File: config.mk
export PLATFORM = sky130hd
export DESIGN_NAME = page_chunk_free_list_allocator_flat
export DESIGN_NICKNAME = d
export VERILOG_FILES = /design/src/sv/pkc_pkg.sv /design/src/sv/pkc_req_if.sv /design/src/sv/pkc_rsp_if.sv /design/src/sv/pkc_csr_if.sv /design/src/sv/pkc_div.sv /design/src/sv/pkc_ctrl.sv /design/src/sv/page_chunk_free_list_allocator.sv /design/src/flat_wrapper.sv
export SDC_FILE = /design/constraint.sdc
export NUM_CORES = 2
export LEC_CHECK = 0
export ABC_AREA = 1
export ABC_CLOCK_PERIOD_IN_PS = 10400
export BUFFER_PORTS_ARGS = -buffer_cell sky130_fd_sc_hd__buf_4
export CAP_MARGIN = 30
export CELL_PAD_IN_SITES_DETAIL_PLACEMENT = 0
export CELL_PAD_IN_SITES_GLOBAL_PLACEMENT = 1
export CORE_MARGIN = 4
export CORE_UTILIZATION = 52
export DETAILED_ROUTE_END_ITERATION = 7
export PLACE_DENSITY_LB_ADDON = 0.3
export SLEW_MARGIN = 0
export SYNTH_ARGS = -nofsm -noshare
export SYNTH_HDL_FRONTEND = slang
export SYNTH_SLANG_ARGS = --single-unit
export TNS_END_PERCENT = 10
File: constraint.sdc
create_clock -name clock -period 10.4 [get_ports clock]
set_input_delay 2.08 -clock clock [delete_from_list [all_inputs] [get_ports clock]]
set_output_delay 2.08 -clock clock [all_outputs]
set_load 0.05 [all_outputs]
File: src/sv/pkc_pkg.sv
// package for the page chunk free list allocator
// holds widths, codes, clamp helper and the control structs; no dependencies

package pkc_pkg;

   // fixed page geometry
   localparam int PAGE_BYTES = 4096;
   localparam int MAX_CHUNKS = 256;
   localparam int IDX_W      = $clog2(MAX_CHUNKS);
   localparam int CNT_W      = IDX_W + 1;

   // field widths
   localparam int OFF_W  = 12;
   localparam int SIZE_W = 12;
   localparam int CSR_IDX_W  = 4;
   localparam int CSR_DATA_W = 12;

   // chunk size limits
   localparam logic [SIZE_W-1:0] SIZE_MIN   = SIZE_W'(16);
   localparam logic [SIZE_W-1:0] SIZE_MAX   = SIZE_W'(2048);
   localparam logic [SIZE_W-1:0] SIZE_RESET = SIZE_W'(16);

   // divider: dividend covers the page size itself
   localparam int DIV_W   = $clog2(PAGE_BYTES) + 1;
   localparam int DIVC_W  = $clog2(DIV_W + 1);
   localparam logic [DIV_W-1:0] PAGE_DIVIDEND = DIV_W'(PAGE_BYTES);

   // chunk count after reset, for the reset chunk size
   localparam int CHUNKS_AT_RESET =
      (PAGE_BYTES / 16 > MAX_CHUNKS) ? MAX_CHUNKS : PAGE_BYTES / 16;

   // request codes
   localparam logic [1:0] REQ_ALLOC   = 2'd0;
   localparam logic [1:0] REQ_FREE    = 2'd1;
   localparam logic [1:0] REQ_REBUILD = 2'd2;

   // status codes
   localparam logic [1:0] ST_OK      = 2'd0;
   localparam logic [1:0] ST_NO_FREE = 2'd1;
   localparam logic [1:0] ST_BAD_OFF = 2'd2;

   // configuration register indexes
   localparam logic [CSR_IDX_W-1:0] CSR_CHUNK_SIZE    = CSR_IDX_W'(0);
   localparam logic [CSR_IDX_W-1:0] CSR_RESERVE_FIRST = CSR_IDX_W'(1);

   // divider request and result
   typedef struct packed {
      logic              start;
      logic [DIV_W-1:0]  dividend;
      logic [SIZE_W-1:0] divisor;
   } div_req_type;

   typedef struct packed {
      logic              done;
      logic [DIV_W-1:0]  quot;
      logic [SIZE_W-1:0] rem;
   } div_rsp_type;

   // configuration seen by the sequencer
   typedef struct packed {
      logic              size_upd;
      logic [SIZE_W-1:0] size;
      logic              reserve;
   } cfg_type;

   // sequencer status to the top level
   typedef struct packed {
      logic idle;
   } ctrl_stat_type;

   // effective chunk size, clamped to the legal range
   function automatic logic [SIZE_W-1:0] clamp_size(input logic [SIZE_W-1:0] raw);
      logic [SIZE_W-1:0] s;
      s = raw;
      if (s < SIZE_MIN) s = SIZE_MIN;
      if (s > SIZE_MAX) s = SIZE_MAX;
      return s;
   endfunction

endpackage

File: src/sv/pkc_req_if.sv
// request channel interface: valid, ready and request payload
// depends on pkc_pkg for field widths

interface pkc_req_if import pkc_pkg::*; ();
   logic             valid;
   logic             ready;
   logic [1:0]       req_type;
   logic [OFF_W-1:0] chunk_offset;

   modport source (output valid, req_type, chunk_offset, input ready);
   modport sink   (input valid, req_type, chunk_offset, output ready);
endinterface

File: src/sv/pkc_rsp_if.sv
// result channel interface: valid, ready and result payload
// depends on pkc_pkg for field widths

interface pkc_rsp_if import pkc_pkg::*; ();
   logic             valid;
   logic             ready;
   logic [1:0]       status;
   logic [OFF_W-1:0] alloc_offset;
   logic [CNT_W-1:0] free_total;
   logic             page_full;
   logic             first_returned;
   logic             page_empty;

   modport source (output valid, status, alloc_offset, free_total, page_full,
                   first_returned, page_empty, input ready);
   modport sink   (input valid, status, alloc_offset, free_total, page_full,
                   first_returned, page_empty, output ready);
endinterface

File: src/sv/pkc_csr_if.sv
// configuration write channel interface: valid, ready, index and data
// depends on pkc_pkg for field widths

interface pkc_csr_if import pkc_pkg::*; ();
   logic                  valid;
   logic                  ready;
   logic [CSR_IDX_W-1:0]  index;
   logic [CSR_DATA_W-1:0] data;

   modport source (output valid, index, data, input ready);
   modport sink   (input valid, index, data, output ready);
endinterface

File: src/sv/pkc_div.sv
// shared restoring divider, one quotient bit per cycle
// depends on pkc_pkg for widths and the divider structs

module pkc_div import pkc_pkg::*; (
   input  logic        clock,
   input  logic        reset,
   input  div_req_type div_req,
   output div_rsp_type div_rsp
);

   logic              busy_ff, busy_in;
   logic              done_ff, done_in;
   logic [DIVC_W-1:0] cnt_ff, cnt_in;
   logic [DIV_W-1:0]  quot_ff, quot_in;
   logic [DIV_W-1:0]  rem_ff, rem_in;
   logic [SIZE_W-1:0] dsor_ff, dsor_in;

   logic [DIV_W-1:0]  shifted;
   logic [DIV_W:0]    diff;
   logic              ge;

   // one trial subtraction per step
   always_comb begin
      shifted = {rem_ff[DIV_W-2:0], quot_ff[DIV_W-1]};
      diff    = {1'b0, shifted} - {{(DIV_W + 1 - SIZE_W){1'b0}}, dsor_ff};
      ge      = ~diff[DIV_W];
   end

   // step sequencing
   always_comb begin
      busy_in = busy_ff;
      done_in = 1'b0;
      cnt_in  = cnt_ff;
      quot_in = quot_ff;
      rem_in  = rem_ff;
      dsor_in = dsor_ff;
      if (div_req.start) begin
         busy_in = 1'b1;
         cnt_in  = '0;
         quot_in = div_req.dividend;
         rem_in  = '0;
         dsor_in = div_req.divisor;
      end else if (busy_ff) begin
         quot_in = {quot_ff[DIV_W-2:0], ge};
         rem_in  = ge ? diff[DIV_W-1:0] : shifted;
         cnt_in  = cnt_ff + 1'b1;
         if (cnt_ff == DIVC_W'(DIV_W - 1)) begin
            busy_in = 1'b0;
            done_in = 1'b1;
         end
      end
   end

   always_ff @(posedge clock) begin
      if (reset) begin
         busy_ff <= 1'b0;
         done_ff <= 1'b0;
         cnt_ff  <= '0;
      end else begin
         busy_ff <= busy_in;
         done_ff <= done_in;
         cnt_ff  <= cnt_in;
      end
      quot_ff <= quot_in;
      rem_ff  <= rem_in;
      dsor_ff <= dsor_in;
   end

   assign div_rsp.done = done_ff;
   assign div_rsp.quot = quot_ff;
   assign div_rsp.rem  = rem_ff[SIZE_W-1:0];

endmodule

File: src/sv/pkc_ctrl.sv
// request sequencer: free list state, link table memory and result register
// depends on pkc_pkg; drives the shared divider pkc_div through div_req

module pkc_ctrl import pkc_pkg::*; (
   input  logic             clock,
   input  logic             reset,
   input  cfg_type          cfg,
   input  logic             req_valid,
   output logic             req_ready,
   input  logic [1:0]       req_type,
   input  logic [OFF_W-1:0] req_offset,
   output logic             rsp_valid,
   input  logic             rsp_ready,
   output logic [1:0]       rsp_status,
   output logic [OFF_W-1:0] rsp_alloc_offset,
   output logic [CNT_W-1:0] rsp_free_total,
   output logic             rsp_page_full,
   output logic             rsp_first_returned,
   output logic             rsp_page_empty,
   output div_req_type      div_req,
   input  div_rsp_type      div_rsp,
   output ctrl_stat_type    stat
);

   typedef enum logic [5:0] {
      S_IDLE    = 6'b000001,
      S_CALC    = 6'b000010,
      S_DIVF    = 6'b000100,
      S_ALLOC   = 6'b001000,
      S_REBUILD = 6'b010000,
      S_FINISH  = 6'b100000
   } state_type;

   state_type         state_ff, state_in;
   logic [IDX_W-1:0]  head_ff, head_in;
   logic [CNT_W-1:0]  count_ff, count_in;
   logic [CNT_W-1:0]  chunks_ff, chunks_in;
   logic [CNT_W-1:0]  walk_ff, walk_in;
   logic [1:0]        status_ff, status_in;
   logic [OFF_W-1:0]  aoff_ff, aoff_in;
   logic              ret_ff, ret_in;

   // result register
   logic              out_valid_ff, out_valid_in;
   logic [1:0]        out_status_ff, out_status_in;
   logic [OFF_W-1:0]  out_aoff_ff, out_aoff_in;
   logic [CNT_W-1:0]  out_total_ff, out_total_in;
   logic              out_full_ff, out_full_in;
   logic              out_ret_ff, out_ret_in;
   logic              out_empty_ff, out_empty_in;

   // link table
   logic [IDX_W-1:0]  link_mem [MAX_CHUNKS];
   logic [IDX_W-1:0]  link_rd_ff;
   logic              wr_en;
   logic [IDX_W-1:0]  wr_addr;

   logic              accept;
   logic [CNT_W-1:0]  usable;
   logic [CNT_W-1:0]  first_ix;
   logic [OFF_W+SIZE_W-1:0] product;
   logic              bad_free;
   logic              load_out;

   assign req_ready = (state_ff == S_IDLE) && !cfg.size_upd;
   assign accept    = req_valid && req_ready;
   assign usable    = chunks_ff - {{(CNT_W-1){1'b0}}, cfg.reserve};
   assign first_ix  = {{(CNT_W-1){1'b0}}, cfg.reserve};
   assign product   = {{(OFF_W+SIZE_W-IDX_W){1'b0}}, head_ff} * cfg.size;
   assign load_out  = (state_ff == S_FINISH) && (!out_valid_ff || rsp_ready);
   assign stat.idle = (state_ff == S_IDLE);

   // free checks on the divider result
   always_comb begin
      bad_free = (div_rsp.rem != '0) ||
                 (div_rsp.quot >= {{(DIV_W-CNT_W){1'b0}}, chunks_ff}) ||
                 (cfg.reserve && (div_rsp.quot == '0)) ||
                 (count_ff >= usable);
   end

   // divider launch: chunk count after a size write, or a free offset
   always_comb begin
      div_req.start    = 1'b0;
      div_req.dividend = PAGE_DIVIDEND;
      div_req.divisor  = cfg.size;
      if (state_ff == S_IDLE) begin
         if (cfg.size_upd) begin
            div_req.start = 1'b1;
         end else if (accept && (req_type == REQ_FREE)) begin
            div_req.start    = 1'b1;
            div_req.dividend = {{(DIV_W-OFF_W){1'b0}}, req_offset};
         end
      end
   end

   // sequencer
   always_comb begin
      state_in  = state_ff;
      head_in   = head_ff;
      count_in  = count_ff;
      chunks_in = chunks_ff;
      walk_in   = walk_ff;
      status_in = status_ff;
      aoff_in   = aoff_ff;
      ret_in    = ret_ff;
      wr_en     = 1'b0;
      wr_addr   = head_ff;
      unique case (state_ff)
         S_IDLE: begin
            if (cfg.size_upd) begin
               state_in = S_CALC;
            end else if (accept) begin
               status_in = ST_OK;
               aoff_in   = '0;
               ret_in    = 1'b0;
               case (req_type)
                  REQ_ALLOC: begin
                     if (count_ff == '0) begin
                        status_in = ST_NO_FREE;
                        state_in  = S_FINISH;
                     end else begin
                        state_in = S_ALLOC;
                     end
                  end
                  REQ_FREE: state_in = S_DIVF;
                  REQ_REBUILD: begin
                     head_in  = '0;
                     count_in = '0;
                     walk_in  = first_ix;
                     state_in = S_REBUILD;
                  end
                  default: state_in = S_FINISH;
               endcase
            end
         end
         S_CALC: begin
            if (div_rsp.done) begin
               if (div_rsp.quot > DIV_W'(MAX_CHUNKS))
                  chunks_in = CNT_W'(MAX_CHUNKS);
               else
                  chunks_in = div_rsp.quot[CNT_W-1:0];
               state_in = S_IDLE;
            end
         end
         S_DIVF: begin
            if (div_rsp.done) begin
               if (bad_free) begin
                  status_in = ST_BAD_OFF;
               end else begin
                  wr_en    = 1'b1;
                  wr_addr  = div_rsp.quot[IDX_W-1:0];
                  head_in  = div_rsp.quot[IDX_W-1:0];
                  count_in = count_ff + 1'b1;
                  ret_in   = (count_ff == '0);
               end
               state_in = S_FINISH;
            end
         end
         S_ALLOC: begin
            // link_rd_ff holds the entry after the head
            aoff_in  = product[OFF_W-1:0];
            count_in = count_ff - 1'b1;
            head_in  = (count_ff == CNT_W'(1)) ? '0 : link_rd_ff;
            state_in = S_FINISH;
         end
         S_REBUILD: begin
            if (walk_ff < chunks_ff) begin
               wr_en    = 1'b1;
               wr_addr  = walk_ff[IDX_W-1:0];
               head_in  = walk_ff[IDX_W-1:0];
               count_in = count_ff + 1'b1;
               walk_in  = walk_ff + 1'b1;
            end else begin
               state_in = S_FINISH;
            end
         end
         S_FINISH: begin
            if (load_out) state_in = S_IDLE;
         end
         default: state_in = S_IDLE;
      endcase
   end

   // result register load and drain
   always_comb begin
      out_valid_in  = out_valid_ff;
      out_status_in = out_status_ff;
      out_aoff_in   = out_aoff_ff;
      out_total_in  = out_total_ff;
      out_full_in   = out_full_ff;
      out_ret_in    = out_ret_ff;
      out_empty_in  = out_empty_ff;
      if (rsp_ready) out_valid_in = 1'b0;
      if (load_out) begin
         out_valid_in  = 1'b1;
         out_status_in = status_ff;
         out_aoff_in   = aoff_ff;
         out_total_in  = count_ff;
         out_full_in   = (count_ff == '0);
         out_ret_in    = ret_ff;
         out_empty_in  = (count_ff == usable);
      end
   end

   always_ff @(posedge clock) begin
      if (reset) begin
         state_ff     <= S_IDLE;
         head_ff      <= '0;
         count_ff     <= '0;
         chunks_ff    <= CNT_W'(CHUNKS_AT_RESET);
         out_valid_ff <= 1'b0;
      end else begin
         state_ff     <= state_in;
         head_ff      <= head_in;
         count_ff     <= count_in;
         chunks_ff    <= chunks_in;
         out_valid_ff <= out_valid_in;
      end
      walk_ff       <= walk_in;
      status_ff     <= status_in;
      aoff_ff       <= aoff_in;
      ret_ff        <= ret_in;
      out_status_ff <= out_status_in;
      out_aoff_ff   <= out_aoff_in;
      out_total_ff  <= out_total_in;
      out_full_ff   <= out_full_in;
      out_ret_ff    <= out_ret_in;
      out_empty_ff  <= out_empty_in;
   end

   // link table: one write port, registered read at the head
   always_ff @(posedge clock) begin
      if (wr_en) link_mem[wr_addr] <= head_ff;
      link_rd_ff <= link_mem[head_ff];
   end

   assign rsp_valid          = out_valid_ff;
   assign rsp_status         = out_status_ff;
   assign rsp_alloc_offset   = out_aoff_ff;
   assign rsp_free_total     = out_total_ff;
   assign rsp_page_full      = out_full_ff;
   assign rsp_first_returned = out_ret_ff;
   assign rsp_page_empty     = out_empty_ff;

endmodule

File: src/sv/page_chunk_free_list_allocator.sv
// top level of the page chunk free list allocator
// depends on pkc_pkg, the three channel interfaces, pkc_div and pkc_ctrl
//
// usage:
//   req_bus carries one request: req_type (alloc, free, rebuild) and
//   chunk_offset (used by free). rsp_bus returns one result per request:
//   status, alloc_offset, free_total, page_full, first_returned, page_empty.
//   csr_bus writes chunk_size (index 0) and reserve_first (index 1).
// steps, from acceptance to the result in the output register:
//   alloc passes S_ALLOC and S_FINISH; unused code 3 and an alloc on an
//   empty list go straight to S_FINISH; free waits in S_DIVF for the
//   13-step shared divider that turns the offset into a chunk index;
//   rebuild makes one link table write per usable chunk. a chunk_size
//   write starts a 13-step division of the page size that refreshes the
//   chunk count; requests and further writes wait until it is refreshed.
//   a write is not taken while a request is offered.
//   one request is in work at a time; the next is taken once the result
//   sits in the output register.
// reset:
//   the free list is empty (head 0, count 0), chunk_size is 16 and
//   reserve_first is 0; the link table holds no defined data until a
//   rebuild or free writes it.
// stall:
//   a result waits in the output register while rsp_bus.ready is low; a
//   finished request holds in its last step until that register drains.

module page_chunk_free_list_allocator import pkc_pkg::*; (
   input  logic    clock,
   input  logic    reset,
   pkc_req_if.sink   req_bus,
   pkc_rsp_if.source rsp_bus,
   pkc_csr_if.sink   csr_bus
);

   logic [SIZE_W-1:0] chunk_size_ff, chunk_size_in;
   logic              reserve_ff, reserve_in;
   logic              csr_write;
   logic              size_upd_ff;

   cfg_type       cfg;
   ctrl_stat_type stat;
   div_req_type   div_req;
   div_rsp_type   div_rsp;

   // configuration registers, written only with no request in work or offered
   assign csr_bus.ready = stat.idle && !size_upd_ff && !req_bus.valid;
   assign csr_write     = csr_bus.valid && csr_bus.ready;

   always_comb begin
      chunk_size_in = chunk_size_ff;
      reserve_in    = reserve_ff;
      if (csr_write) begin
         unique case (csr_bus.index)
            CSR_CHUNK_SIZE:    chunk_size_in = csr_bus.data[SIZE_W-1:0];
            CSR_RESERVE_FIRST: reserve_in    = csr_bus.data[0];
            default: ;
         endcase
      end
   end

   always_ff @(posedge clock) begin
      if (reset) begin
         chunk_size_ff <= SIZE_RESET;
         reserve_ff    <= 1'b0;
      end else begin
         chunk_size_ff <= chunk_size_in;
         reserve_ff    <= reserve_in;
      end
   end

   // size change pulse, raised in the cycle after the write so the new size is in place
   always_ff @(posedge clock) begin
      if (reset) size_upd_ff <= 1'b0;
      else       size_upd_ff <= csr_write && (csr_bus.index == CSR_CHUNK_SIZE);
   end

   assign cfg.size_upd = size_upd_ff;
   assign cfg.size     = clamp_size(chunk_size_ff);
   assign cfg.reserve  = reserve_ff;

   // shared divider
   pkc_div u_div (
      .clock   (clock),
      .reset   (reset),
      .div_req (div_req),
      .div_rsp (div_rsp)
   );

   // request sequencer
   pkc_ctrl u_ctrl (
      .clock              (clock),
      .reset              (reset),
      .cfg                (cfg),
      .req_valid          (req_bus.valid),
      .req_ready          (req_bus.ready),
      .req_type           (req_bus.req_type),
      .req_offset         (req_bus.chunk_offset),
      .rsp_valid          (rsp_bus.valid),
      .rsp_ready          (rsp_bus.ready),
      .rsp_status         (rsp_bus.status),
      .rsp_alloc_offset   (rsp_bus.alloc_offset),
      .rsp_free_total     (rsp_bus.free_total),
      .rsp_page_full      (rsp_bus.page_full),
      .rsp_first_returned (rsp_bus.first_returned),
      .rsp_page_empty     (rsp_bus.page_empty),
      .div_req            (div_req),
      .div_rsp            (div_rsp),
      .stat               (stat)
   );

endmodule
File: src/flat_wrapper.sv
// flat-port wrapper written by rule: the top's interface ports become plain ports
module page_chunk_free_list_allocator_flat import pkc_pkg::*;
  (clock, reset, req_bus_valid, req_bus_req_type, req_bus_chunk_offset, req_bus_ready, rsp_bus_valid, rsp_bus_status, rsp_bus_alloc_offset, rsp_bus_free_total, rsp_bus_page_full, rsp_bus_first_returned, rsp_bus_page_empty, rsp_bus_ready, csr_bus_valid, csr_bus_index, csr_bus_data, csr_bus_ready);
  pkc_req_if req_bus_i ();
  pkc_rsp_if rsp_bus_i ();
  pkc_csr_if csr_bus_i ();
  input  logic clock;
  input  logic reset;
  input wire logic [$bits(req_bus_i.valid)-1:0] req_bus_valid;
  input wire logic [$bits(req_bus_i.req_type)-1:0] req_bus_req_type;
  input wire logic [$bits(req_bus_i.chunk_offset)-1:0] req_bus_chunk_offset;
  output wire logic [$bits(req_bus_i.ready)-1:0] req_bus_ready;
  output wire logic [$bits(rsp_bus_i.valid)-1:0] rsp_bus_valid;
  output wire logic [$bits(rsp_bus_i.status)-1:0] rsp_bus_status;
  output wire logic [$bits(rsp_bus_i.alloc_offset)-1:0] rsp_bus_alloc_offset;
  output wire logic [$bits(rsp_bus_i.free_total)-1:0] rsp_bus_free_total;
  output wire logic [$bits(rsp_bus_i.page_full)-1:0] rsp_bus_page_full;
  output wire logic [$bits(rsp_bus_i.first_returned)-1:0] rsp_bus_first_returned;
  output wire logic [$bits(rsp_bus_i.page_empty)-1:0] rsp_bus_page_empty;
  input wire logic [$bits(rsp_bus_i.ready)-1:0] rsp_bus_ready;
  input wire logic [$bits(csr_bus_i.valid)-1:0] csr_bus_valid;
  input wire logic [$bits(csr_bus_i.index)-1:0] csr_bus_index;
  input wire logic [$bits(csr_bus_i.data)-1:0] csr_bus_data;
  output wire logic [$bits(csr_bus_i.ready)-1:0] csr_bus_ready;
  assign req_bus_i.valid = req_bus_valid;
  assign req_bus_i.req_type = req_bus_req_type;
  assign req_bus_i.chunk_offset = req_bus_chunk_offset;
  assign req_bus_ready = req_bus_i.ready;
  assign rsp_bus_valid = rsp_bus_i.valid;
  assign rsp_bus_status = rsp_bus_i.status;
  assign rsp_bus_alloc_offset = rsp_bus_i.alloc_offset;
  assign rsp_bus_free_total = rsp_bus_i.free_total;
  assign rsp_bus_page_full = rsp_bus_i.page_full;
  assign rsp_bus_first_returned = rsp_bus_i.first_returned;
  assign rsp_bus_page_empty = rsp_bus_i.page_empty;
  assign rsp_bus_i.ready = rsp_bus_ready;
  assign csr_bus_i.valid = csr_bus_valid;
  assign csr_bus_i.index = csr_bus_index;
  assign csr_bus_i.data = csr_bus_data;
  assign csr_bus_ready = csr_bus_i.ready;
  page_chunk_free_list_allocator u_core (.clock(clock), .reset(reset), .req_bus(req_bus_i), .rsp_bus(rsp_bus_i), .csr_bus(csr_bus_i));
endmodule
## Word level (Yosys, flattened, before mapping)

Memory sizes are Yosys's and may differ from the RTL's. A register that Yosys moved wholly into a read port is not among the register bits.
Index checks and enable logic that the tools add are counted.

- Flip-flop bits (word level): 140
- Bits in writable memories: 2,048
- Bits of input ports: 35
- Output and inout bits: 29
- Memories: 1

- Add/sub/neg operators: 6
- Multiply operators: 1
- Order comparisons: 6
- Eq/ne operators: 23
- Multiplexer cells: 67
- Bitwise operators: 2
- Reduce and logical (&&, ||, !) cells: 38

Memory list:

| name | words | width | read ports | clocked after memory_dff | wr ports | RTL line | text |
|---|---|---|---|---|---|---|---|
| u_core.u_ctrl.link_mem | 256 | 8 | 1 | 1 | 1 | pkc_ctrl.sv:53 | `logic [IDX_W-1:0] link_mem [MAX_CHUNKS];` |

Operators by type and width:

| cell | count |
|---|---|
| $mux 9 | 11 |
| $mux 12 | 5 |
| $mux 8 | 7 |
| $mux 6 | 7 |
| $mux 13 | 3 |
| $pmux 6 s6 | 1 |
| $pmux 9 s4 | 1 |
| $pmux 8 s4 | 1 |
| $mux 14 | 2 |
| $pmux 12 s2 | 1 |
| $reduce_and 5->1 | 4 |
| $add 9x1->9 const B | 2 |
| $mux 1 | 18 |
| $pmux 6 s3 | 1 |
| $pmux 9 s2 | 1 |
| $ne 2x2->1 const B | 8 |
| $pmux 8 s2 | 1 |
| $sub 13x12->14 | 1 |
| $ge 13x9->1 | 1 |
| $gt 13x9->1 const B | 1 |
| $logic_not 13->1 | 1 |
| $gt 12x12->1 const B | 1 |
| $lt 12x5->1 const B | 1 |
| $mul 8x12->12 | 1 |
| 38 further kinds | 62 |

## Longest topological paths before layout

- Depth after elaboration: 9
- Gate-level depth with buffers: 33
- Gate-level depth less buffers: 32

## By module

A second synthesis with hierarchy kept.

- Cells, all modules: 7,874
- Area, all modules: 92,117.1 µm²

By module, submodules not included:

| module | instances | cells each | area an instance (µm²) | seq. area each (µm²) |
|---|---|---|---|---|
| pkc_ctrl | 1 | 7,428 | 88,796.4 | 63,821.2 |
| pkc_div | 1 | 341 | 2,638.8 | 1,111.1 |
| page_chunk_free_list_allocator | 1 | 105 | 681.9 | 280.3 |

## Worst setup path before layout

Ideal clock, no wire load.

- Kind: register -> register
- Start: register u_core.u_ctrl.head_ff[0]
- End: register u_core.u_ctrl.aoff_ff[11] (data pin)
- Setup time: 270 ps
- Arrival: 7,725 ps
- Data required time: 10,130 ps
- Setup slack: 2,405 ps
- Stages on the path, launching flop included: 25
- Clock period less this slack: 7,995 ps
- Path through: dfxtp_1 -> buf_2 -> buf_6 -> inv_2 -> buf_4 -> buf_4 -> clkbuf_1 -> buf_1 -> nor3_1 -> fa_1 -> fa_1 -> inv_1 -> fa_1 -> inv_1 -> ha_1 -> nand2_1 -> o21ai_0 -> a21oi_1 -> nand3b_1 -> nand2_1 -> nand2_1 -> nand2_1 -> inv_1 -> nand3_1 -> a21oi_1

- Word-level cells in the longest chain between the ends: 2

RTL lines:

| item | RTL line | text |
|---|---|---|
| start, declared | pkc_ctrl.sv:35 | `logic [IDX_W-1:0] head_ff, head_in;` |
| start signal, assigned | pkc_ctrl.sv:214 | `head_ff <= head_in;` |
| $mul 8x12->12 | pkc_ctrl.sv:69 | `assign product = {{(OFF_W+SIZE_W-IDX_W){1'b0}}, head_ff} * cfg.size;` |
| $pmux 12 s2 | pkc_ctrl.sv:108 | `unique case (state_ff)` |
| end signal, assigned | pkc_ctrl.sv:221 | `aoff_ff <= aoff_in;` |
| end, declared | pkc_ctrl.sv:40 | `logic [OFF_W-1:0] aoff_ff, aoff_in;` |

No other way between the ends.
A chain may end at the register's enable or synchronous reset.

## Worst setup path after layout

- Start: register u_core.u_ctrl.chunks_ff[0]
- End: memory u_core.u_ctrl.link_mem[102][1] (netlist name), enable pin

- Word-level cells in the longest chain between the ends: 9

RTL lines:

| item | RTL line | text |
|---|---|---|
| start, declared | pkc_ctrl.sv:37 | `logic [CNT_W-1:0] chunks_ff, chunks_in;` |
| start signal, assigned | pkc_ctrl.sv:210 | `chunks_ff <= CNT_W'(CHUNKS_AT_RESET);` |
| start signal, assigned | pkc_ctrl.sv:216 | `chunks_ff <= chunks_in;` |
| parallel branches: the longest is 9 deep, another holds $sub 9x1->9 | n/a |  |
| end, declared | pkc_ctrl.sv:53 |  |

Several ways; the timed one is not identified.

==> impl_metrics.py <==
metrics = {
    "sta": {
        "worst_pin_slew_ns": 1.16,
        "rsz0062_at_grt": "no",
        "period_minus_slack_ns": 5.72,
        "post-route-period-util": 0.550,
        "setup_tns_ns": 0,
        "drv_slew": 0,
        "hold_viol": 0,
        "setup_viol": 0,
        "finalClockSkew_ns": 0.0448,
        "clock.fmax_ghz": 0.175,
        "max_slew_margin": 0.225,
    },
    "global_routing": {
        "grt_usage": 0.256,
        "grt_first_pass_wirelength_mm": 361,
        "first_global_vias": 57500,
        "grt_max_degree": 219,
        "grt_overflow_total": 0,
        "antenna_found_initial": 7,
    },
    "setup_path": {
        "cp_max_fo": 12,
        "worstPathRequired_ns": 10.87,
        "crit_path_end_kind": "register",
        "crit_path_start_kind": "register",
        "crit_arrival_ns": 6.19,
        "crit_type": "register to register",
    },
    "die": {
        "rows": 153,
        "core_area_um2": 175000,
        "ios": 64,
        "start_util": 0.526,
        "die-area_um2": 183000,
        "die_h_um": 428,
        "die_w_um": 428,
    },
    "layout": {
        "stdcell_count": 10100,
        "final_common_cell": "edfxtp_1",
        "area_delta_synth_final_pct": 9.97,
        "stdcell_area_um2": 101000,
        "layout_common_cells": "edfxtp_1 (2,123), nor2_1 (1,421), o21ai_0 (1,088), nand2_1 (745), o22ai_1 (524)",
        "n_antenna_cell": 0,
        "drive_above_1_share": 0.0766,
        "finalNetCount": 7702,
    },
    "pwr": {
        "pwr-share-clk": 0.384,
        "p_switching_uw": 5160,
        "power.internal_uw": 14900,
        "vdd_drop_max_v": 0.000168,
        "power_frac_seq": 0.501,
        "p_sw_frac": 0.257,
        "power_density_nw_per_um2": 199,
        "p_leak_uw": 0.0346,
        "power.share.combinational": 0.115,
    },
    "cts": {
        "cts_tree": "done",
        "insertion_delay_ns": 0.87,
        "clockBufferDepth": 3,
        "cts_resized": 0,
        "cts_setup_buffers": 0,
        "numCtsBuffers": 219,
        "clock-sinks": 2196,
        "cts_root_buffer": "clkbuf_16",
        "clkSlewWorstSetupHoldPaths_ns": 0.06,
        "cts_htree_levels": 4,
        "hold_buffers": 0,
    },
    "logic_synthesis": {
        "syn-num-nets": 7848,
        "synth_edf_count": 2123,
        "synth_xor_area_frac": 0.00267,
        "post_synth_num_cell_types": 59,
        "synth-seq-area-share": 0.710,
        "ys.flop_type": "edfxtp_1",
        "yosys.area.top_type": "edfxtp_1",
        "syn_avg_cell_area_um2": 11.9,
        "synth_cells": 7710,
        "yosysWarningCount": 0,
        "synth_seq_cells": 2196,
        "syn_area_um2": 91900,
        "synth.top_cell.area_share": 0.694,
        "synth_top_family_by_area": "simple AND/OR/NAND/NOR gates",
        "synth_mux_area_frac": 0,
        "synthTopCellsByArea": "edfxtp_1 (69%), o21ai_0 (5.9%), nor2_1 (5.8%)",
        "synthSimpleGateAreaFrac": 0.132,
        "synth_compound_area_frac": 0.104,
        "synthAdderAreaFrac": 0.0171,
        "async_flop_share": 0,
    },
    "place": {
        "placed_cell_area_um2": 94000,
        "port_buffers": 63,
        "dp_hpwl_mm": 140,
        "dp_cells": 9667,
        "place.gp.congestion": 0.854,
    },
    "route": {
        "drc": 0,
        "wl_per_cell_um": 23.9,
        "viasPerCell": 6.00,
        "drtIter0Drc": 7923,
        "drtAntennaViolNets": 0,
        "finalWirelength_mm": 240,
        "dr_total_vias": 60400,
        "firstDrtPassIters": 6,
    },
    "min_path": {
        "hp-class": "register to register",
    },
    "job": {
        "maxCapViolations": 0,
    },
    "run_status": {
        "outcome": "finished clean",
    },
}
-- cell usage after synthesis (30+ instances only) --
| library cell | number |
|---|---|
| a21oi_1 | 94 |
| buf_1 | 42 |
| buf_2 | 93 |
| clkbuf_1 | 359 |
| dfxtp_1 | 73 |
| edfxtp_1 | 2123 |
| fa_1 | 37 |
| ha_1 | 66 |
| inv_1 | 246 |
| nand2_1 | 745 |
| nand3_1 | 523 |
| nor2_1 | 1422 |
| nor2_2 | 30 |
| o21ai_0 | 1088 |
| o22ai_1 | 524 |
-- final timing paths --
kind / slack [ns] / endpoint / from / depth (start not counted)
setup / recovery: 4.68 / u_core.u_ctrl.link_mem[102][1] / u_core.u_ctrl.chunks_ff[0] / 20
hold / removal: 0.42 / u_core.u_ctrl.rsp_alloc_offset[0] / u_core.u_ctrl.aoff_ff[0] / 0
setup reg to reg: 4.68 / u_core.u_ctrl.link_mem[102][1] / u_core.u_ctrl.chunks_ff[0] / 20
hold reg to reg: 0.42 / u_core.u_ctrl.rsp_alloc_offset[0] / u_core.u_ctrl.aoff_ff[0] / 0
-- metal layers --
| metal | vias to the layer above | share of wire | global-route usage |
|---|---|---|---|
| met5 | - | 0.00011 | 0 |
| met4 | 4 | 0.031 | 0.0825 |
| met1 | 29700 | 0.42 | 0.369 |
| met2 | 2733 | 0.46 | 0.394 |
| li1 | 27500 | - | - |
| met3 | 409 | 0.092 | 0.0500 |
-- registers in the layout, summed over array words and instances (netlist names), 2 cells and up --
name,flops
u_core.u_ctrl.state_ff,6
u_core.u_ctrl.aoff_ff,12
u_core.u_ctrl.head_ff,8
u_core.u_ctrl.rsp_free_total,9
u_core.u_ctrl.rsp_alloc_offset,12
u_core.u_ctrl.link_rd_ff,8
u_core.u_ctrl.link_mem,2048
u_core.u_ctrl.chunks_ff,9
u_core.u_div.dsor_ff,12
u_core.u_ctrl.walk_ff,9
u_core.u_div.cnt_ff,4
u_core.chunk_size_ff,12
u_core.u_ctrl.rsp_status,2
u_core.u_ctrl.status_ff,2
u_core.u_div.rem_ff,12
u_core.u_div.quot_ff,13
u_core.u_ctrl.count_ff,9
-- per-stage QoR --
stage	utilization	total power [uW]	setup WS (ns)	hold WS (ns)
floorplan	-	11700	2.41	0.400
global placement	0.537	12500	4.73	0.402
detailed placement	0.538	12500	4.78	0.405
CTS	0.578	20100	4.74	0.418
global route	0.578	20800	4.40	0.434
finish	0.578	20100	4.68	0.416
-- power groups by stage --
stage / clock [uW] / combinational [uW] / sequential, uW
detailed placement: 0 / 2280 / 10200
finish: 7700 / 2310 / 10100
floorplan: 0 / 1430 / 10300
global route: 8190 / 2520 / 10100
global placement: 0 / 2260 / 10200
CTS: 7790 / 2290 / 10100
-- cell families (layout without fill, tap and decap cells) --
logic type	Yosys count	in the layout
DFF	2196	2196
xor gates and xnor gates	28	28
buffers and inverters	780	813
and+or+nand+nor	2854	2854
adders and majority gates	103	103
AOI/OAI and AO/OA	1749	1749
-- cell type report --
| type | instances | area, um^2 |
|---|---|---|
| fill | 14000 | 73800 |
| sequential | 2196 | 65200 |
| multi-input combinational | 4734 | 23500 |
| clock buffer | 268 | 5760 |
| tap | 2325 | 2910 |
| timing repair buffer | 150 | 1400 |
| clock inverter | 132 | 1220 |
| inverter | 263 | 1020 |
-- worst max-delay path, cell delays in order, from the launching register on --
cell and delay (ns):
dfxtp_1 0.31, inv_1 0.11, ha_1 0.21, ha_1 0.20, nand3_1 0.12, nor2_1 0.11, nand2_1 0.09, nor3_1 0.20
xor2_1 0.20, ha_1 0.27, nand2_1 0.09, inv_1 0.06, a21oi_1 0.16, nand2_1 0.10, nor3_4 0.41, nand4_1 0.20
nand3_2 0.16, nand3b_4 0.13, nor2_4 0.27, nand3_2 0.81, nor2_1 1.09
(Power assumes the default switching activity.)
